`src/hdl/kpvf_pkg.sv`:
```
// ----------------------------------------------------------------------------
// kpvf_pkg: shared types and constants for the position/velocity filter
// Request and response payloads, CSR indexes and controller commands.
// ----------------------------------------------------------------------------
package kpvf_pkg;

   localparam int DT_FRAC = 16;

   typedef struct packed {
      logic               req_type;
      logic signed [31:0] acceleration;
      logic        [15:0] time_step;
      logic signed [31:0] measured_position;
   } req_payload_type;

   typedef struct packed {
      logic signed [31:0] position_estimate;
      logic signed [31:0] velocity_estimate;
   } rsp_payload_type;

   localparam logic [1:0] CSR_QX = 2'd0;
   localparam logic [1:0] CSR_QV = 2'd1;
   localparam logic [1:0] CSR_R  = 2'd2;

   // datapath operations, one per micro-step
   typedef enum logic [4:0] {
      OP_NONE,
      OP_LOAD,
      OP_AD,
      OP_HALF,
      OP_DP11,
      OP_INNER,
      OP_VDT,
      OP_IDT,
      OP_PRED_WB,
      OP_UPD_PRE,
      OP_DIV0_START,
      OP_DIV0_END,
      OP_DIV1_START,
      OP_DIV1_END,
      OP_K0Y,
      OP_K1Y,
      OP_K0P00,
      OP_K0P01,
      OP_K1P00,
      OP_K1P01,
      OP_UPD_WB
   } op_type;

   typedef struct packed {
      op_type op;
   } cmd_type;

   typedef struct packed {
      logic div_busy;
   } status_type;

endpackage

```
`src/hdl/kpvf_control.sv`:
```
// ----------------------------------------------------------------------------
// kpvf_control: sequencer for predict and update
// Issues one datapath operation per cycle, waits on the divider.
// ----------------------------------------------------------------------------
module kpvf_control (
   input  logic                 clock,
   input  logic                 reset,
   input  logic                 req_valid,
   output logic                 req_stall,
   input  logic                 req_kind,
   output logic                 rsp_valid,
   input  logic                 rsp_stall,
   input  kpvf_pkg::status_type status,
   output kpvf_pkg::cmd_type    cmd
);
   import kpvf_pkg::*;

   typedef enum logic [4:0] {
      ST_IDLE = 5'b00001,
      ST_PRED = 5'b00010,
      ST_UPD  = 5'b00100,
      ST_WAIT = 5'b01000,
      ST_DONE = 5'b10000
   } state_type;

   state_type state_ff, state_in;
   logic [3:0] step_ff, step_in;
   logic       second_ff, second_in;

   assign req_stall = (state_ff != ST_IDLE);
   assign rsp_valid = (state_ff == ST_DONE);

   always_comb begin
      state_in = state_ff; step_in = step_ff; second_in = second_ff;
      cmd.op = OP_NONE;
      unique case (state_ff)
         ST_IDLE: if (req_valid) begin
            cmd.op = OP_LOAD;
            step_in = '0;
            state_in = req_kind ? ST_UPD : ST_PRED;
         end
         ST_PRED: begin
            step_in = step_ff + 4'd1;
            case (step_ff)
               4'd0: cmd.op = OP_AD;
               4'd1: cmd.op = OP_HALF;
               4'd2: cmd.op = OP_DP11;
               4'd3: cmd.op = OP_INNER;
               4'd4: cmd.op = OP_VDT;
               4'd5: cmd.op = OP_IDT;
               default: begin
                  cmd.op = OP_PRED_WB;
                  state_in = ST_DONE;
               end
            endcase
         end
         ST_UPD: begin
            step_in = step_ff + 4'd1;
            case (step_ff)
               4'd0: cmd.op = OP_UPD_PRE;
               4'd1: begin
                  cmd.op = OP_DIV0_START;
                  second_in = 1'b0;
                  state_in = ST_WAIT;
               end
               4'd2: begin
                  cmd.op = OP_DIV1_START;
                  second_in = 1'b1;
                  state_in = ST_WAIT;
               end
               4'd3: cmd.op = OP_K0Y;
               4'd4: cmd.op = OP_K1Y;
               4'd5: cmd.op = OP_K0P00;
               4'd6: cmd.op = OP_K0P01;
               4'd7: cmd.op = OP_K1P00;
               default: begin
                  cmd.op = OP_K1P01;
                  state_in = ST_DONE;
               end
            endcase
         end
         ST_WAIT: if (!status.div_busy) begin
            cmd.op = second_ff ? OP_DIV1_END : OP_DIV0_END;
            state_in = ST_UPD;
         end
         ST_DONE: if (!rsp_stall) state_in = ST_IDLE;
         default: state_in = ST_IDLE;
      endcase
   end

   always_ff @(posedge clock) begin
      if (reset) begin
         state_ff <= ST_IDLE;
         step_ff <= '0;
         second_ff <= 1'b0;
      end else begin
         state_ff <= state_in;
         step_ff <= step_in;
         second_ff <= second_in;
      end
   end

endmodule

```
`config.mk`:
```
export PLATFORM = sky130hd
export DESIGN_NAME = kpvf_control
export DESIGN_NICKNAME = d
export VERILOG_FILES = /design/src/hdl/kpvf_pkg.sv /design/src/hdl/kpvf_control.sv
export SDC_FILE = /design/constraint.sdc
export NUM_CORES = 1
export LEC_CHECK = 0
export ABC_AREA = 1
export BUFFER_PORTS_ARGS = -buffer_cell sky130_fd_sc_hd__buf_2
export CAP_MARGIN = 30
export CORE_UTILIZATION = 59
export DETAILED_ROUTE_END_ITERATION = 12
export GPL_ROUTABILITY_DRIVEN = 0
export PLACE_DENSITY = 0.82
export SLEW_MARGIN = 20
export SYNTH_ARGS = -nofsm -noshare
export SYNTH_HDL_FRONTEND = slang
export SYNTH_SLANG_ARGS = --single-unit
```
`constraint.sdc`:
```
create_clock -name clock -period 4.2 [get_ports clock]
set_input_delay 0.42 -clock clock [delete_from_list [all_inputs] [get_ports clock]]
set_output_delay 0.42 -clock clock [all_outputs]
set_load 0.02 [all_outputs]
```
# --- Word-level counts from Yosys, hierarchy flattened ---
# Cells that the tools add are included.
totals:
  input_bits: 6
  elab_cells: 48
  ff_bits: 10
  output_inout_bits: 7
op_classes:
  reduce_logical: 10
  n_mux: 16
  eq_ne: 18
  n_addsub: 1
ops:
  columns: ["op", "n"]
  rows:
  - ["case mux 5 bit (8 select lines)", 1]
  - ["case mux 5 bit (5 select lines)", 1]
  - ["case mux 4 bit (6 select lines)", 1]
  - ["2-to-1 mux 5 bit", 4]
  - ["case mux 5 bit (4 select lines)", 1]
  - ["equality test 4 x 3 -> 1 bit (second input constant)", 4]
  - ["OR reduction 6 bit", 2]
  - ["inequality test 2 bit (second input constant)", 5]
  - ["case mux 5 bit (2 select lines)", 1]
  - ["equality test 4 x 2 -> 1 bit (second input constant)", 2]
  - ["2-to-1 mux 4 bit", 2]
  - ["case mux 4 bit (2 select lines)", 1]
  - ["2-to-1 mux 3 bit", 2]
  - ["equality test 5 x 1 -> 1 bit (second input constant)", 1]
  - ["equality test 5 x 2 -> 1 bit (second input constant)", 1]
  - ["equality test 5 x 3 -> 1 bit (second input constant)", 1]
  - ["equality test 5 x 4 -> 1 bit (second input constant)", 1]
  - ["equality test 5 bit (second input constant)", 1]
  - ["inequality test 5 x 1 -> 1 bit (second input constant)", 1]
  - ["AND reduction 5 bit", 1]
  - ["adder 4 x 1 -> 4 bit (second input constant)", 1]
  - ["equality test 4 x 1 -> 1 bit (second input constant)", 1]
  - ["logical NOT 4 bit", 1]
  - ["AND reduction 2 bit", 2]
  - ["4 further kinds", 6]

# --- Depth between registers and ports, before layout ---
logic_depth:
  depth_word: 4
  depth_mapped: 10
  depth_no_buf: 10

# --- Worst setup path before layout ---
# No wires, ideal clock.
synth_timing:
  kind: "register to output"
  startpoint: "register step_ff[0]"
  endpoint: "output cmd[3] (netlist bit)"
  stages_incl_launch_ff: 6
  path_slack_ns: 2.431
  t_required_ns: 3.780
  t_arrival_ns: 1.349
  path_cell_list: "dfxtp_1 -> inv_1 -> ha_1 -> o21ai_2 -> nand2_2 -> o221ai_1"
synth_lines:
  columns: ["element", "line_no", "rtl"]
  rows:
  - ["start: declaration", "kpvf_control.sv:27", "logic [3:0] step_ff, step_in;"]
  - ["start signal: assignment", "kpvf_control.sv:98", "step_ff <= step_in;"]
  - ["end: declaration", "kpvf_control.sv:14", "output kpvf_pkg::cmd_type cmd"]

==> results_dict.tcl <==
set metrics [dict create \
    htree_levels 1 \
    worst_setup_path_start_kind "register" \
    cts_buffers 3 \
    post_cts_resized 0 \
    cp_max_fo 6 \
    clkTransAtPathRegs_ns 0.06 \
    synth_edf_count 0 \
    layout_commonest_cell "nand2_1" \
    wirelength_microns 2090 \
    fin_ws_ns 2.01 \
    numClockSinks 10 \
    synth_cell_types 25 \
    nets 162 \
    floorplan.initialDensity_pct 67.0 \
    yosys_warnings 0 \
    syn_area_sq_um 926 \
    fmax_mhz 457 \
    grt_pass1_wl_microns 3570 \
    critPathKind "register to output port" \
    vias_per_cell 5.59 \
    min_path_type "primary input to register" \
    grt_max_degree 10 \
    vias 923 \
    grt_overflow 0 \
    synthTopCellsByArea "dfxtp_1 (22%), nand2_1 (8.5%), nor2_4 (8.5%), inv_1 (7.3%), nor2_1 (7.3%)" \
    multiInputGateArea_sq_um 628 \
    postCtsSetupBuffers 0 \
    drv_cap 0 \
    period_share_pct 52.1 \
    post-route-drc-count 0 \
    grt_setup_unrepaired "false" \
    ctsHoldBuffers 0 \
    slew_viol_final 0 \
    worst_ep_required_time_ns 3.78 \
    antenna_found_initial 0 \
    syn_to_final_growth_pct 9.73 \
    pwr_density_cell_nw_per_um2 552 \
    rows 13 \
    fillers 122 \
    peakVddDrop_v 0.000299 \
    period_minus_slack_ns 2.19 \
    pre_cts_slack_ns 2.34 \
    synth_area_leader_cell "dfxtp_1" \
    layout-drive-gt1-share_pct 29.3 \
    maxSlewHeadroom_pct 72.2 \
    design.die.area_sq_um 1730 \
    layout_common_cells "nand2_1 (21), inv_1 (18), nor2_1 (18), buf_2 (12), nand3_1 (11)" \
    cp-end-kind "output port" \
    max_slew.worst_pin.slew_ns 0.416 \
    die_w_microns 41.6 \
    synthCells 136 \
    arrival_ns 1.77 \
    ys.flop_type "dfxtp_1" \
    cts-root-buf "clkbuf_4" \
    synthArstFlopShare_pct 0 \
    port_buffers 12 \
    finalHoldViolCount 0 \
    num_antenna_cells 0 \
    yosysTopAreaCellShare_pct 21.6 \
    ys_seq_elements 10 \
    ios 13 \
    postRouteAntennaNets 0 \
    avgSynthCellArea_sq_um 6.81 \
    clock_path_buffers 2 \
    insertion_delay_ns 0.27 \
    skew_ns 0.00400 \
    first_global_vias 839 \
    leakage_nw 0.510 \
    finalPower_w 0.000561 \
    setup_tns_ns 0 \
    status "finished, final reports clean" \
    synth-seq-area-share_pct 21.6 \
    die_y_microns 41.6 \
    setup_viol 0 \
    cts_tree "built" \
    seq_area_sq_um 200 \
    fin_hold_ws_ns 0.381 \
    grtUsageTotal_pct 26.7 \
    synthesis.nets 146 \
    wl_per_cell_microns 12.7 \
    drtPass1Iterations 4 \
    place_hpwl_microns 1680 \
    drt_iter0_markers 19 \
    coreArea_sq_um 1380 \
]
-- state kept, by name, summed over array words and instances (netlist names) --
signal / flops
second_ff: 1
state_ff: 5
step_ff: 4
-- through the flow --
| stage | instance area [sq um] | instances | utilization [%] |
|---|---|---|---|
| 2_1_floorplan | 926 | 136 | - |
| 3_3_place_gp | 993 | 162 | 71.9 |
| 3_5_place_dp | 993 | 162 | 71.9 |
| 4_1_cts | 1020 | 165 | 73.5 |
| 5_1_grt | 1020 | 165 | 73.5 |
| 6_report | 1020 | 165 | 73.5 |
-- cell families (layout without fill, tap and decap cells) --
logic type,after synthesis,after routing,share of synthesized area (%)
AND/OR/NAND/NOR,75,75,46.2
buffers and inverters,24,38,10.5
AO/OA/AOI/OAI,23,23,16.2
flip-flops,10,10,21.6
adder cells (fa/ha/maj),4,4,5.41
-- layout make-up --
class | instances | share of cell area, %
inverters | 23 | 8.50
well taps | 15 | 1.85
flip-flops and latches | 10 | 19.7
repair buffers | 12 | 5.91
clock buffers | 3 | 2.22
multi-input cells | 102 | 61.8
-- cells in the mapped netlist (2+ instances only) --
library cell	count
o221ai_1	2
o21ai_2	2
inv_2	5
nor2_1	18
nor2_2	4
a21oi_1	6
dfxtp_1	10
nand3_1	11
nand2_2	3
nor2_4	7
nand3_2	2
ha_1	4
nand2_1	21
inv_1	18
nand4_1	5
o21ai_0	8
nand4_2	2
-- per-layer routing --
metal | wire [microns] | vias to the layer above | GRT usage [%]
met3 | 110 | 5 | 3.91
met1 | 994 | 404 | 36.6
met5 | 0 | - | 0
met4 | 41 | 0 | 11.6
met2 | 947 | 36 | 41.6
li1 | - | 478 | -
-- report_power, final --
group / internal, W / switching [W]
Sequential: 0.000115 / 0.0000281
Clock: 0.0000331 / 0.0000321
Combinational: 0.000117 / 0.000236
-- critical path: stages, from the launching register on --
cell,delay (ns)
dfxtp_1,0.43
ha_1,0.38
inv_1,0.07
nor2_1,0.15
nor2_1,0.05
nand2_1,0.06
o21ai_0,0.07
o221ai_1,0.08
buf_2,0.20
-- path summary, 6_finish.rpt --
check,slack [ns],startpoint,cells after the start,end
worst min register to register,0.53,step_ff[1],2,step_ff[1]
worst min-delay path,0.38,reset,2,state_ff[3]
worst max-delay path,2.01,step_ff[0],8,cmd[1]
worst max register to register,2.53,step_ff[0],10,state_ff[2]
Note: power is estimated with default switching activity, not from simulation.
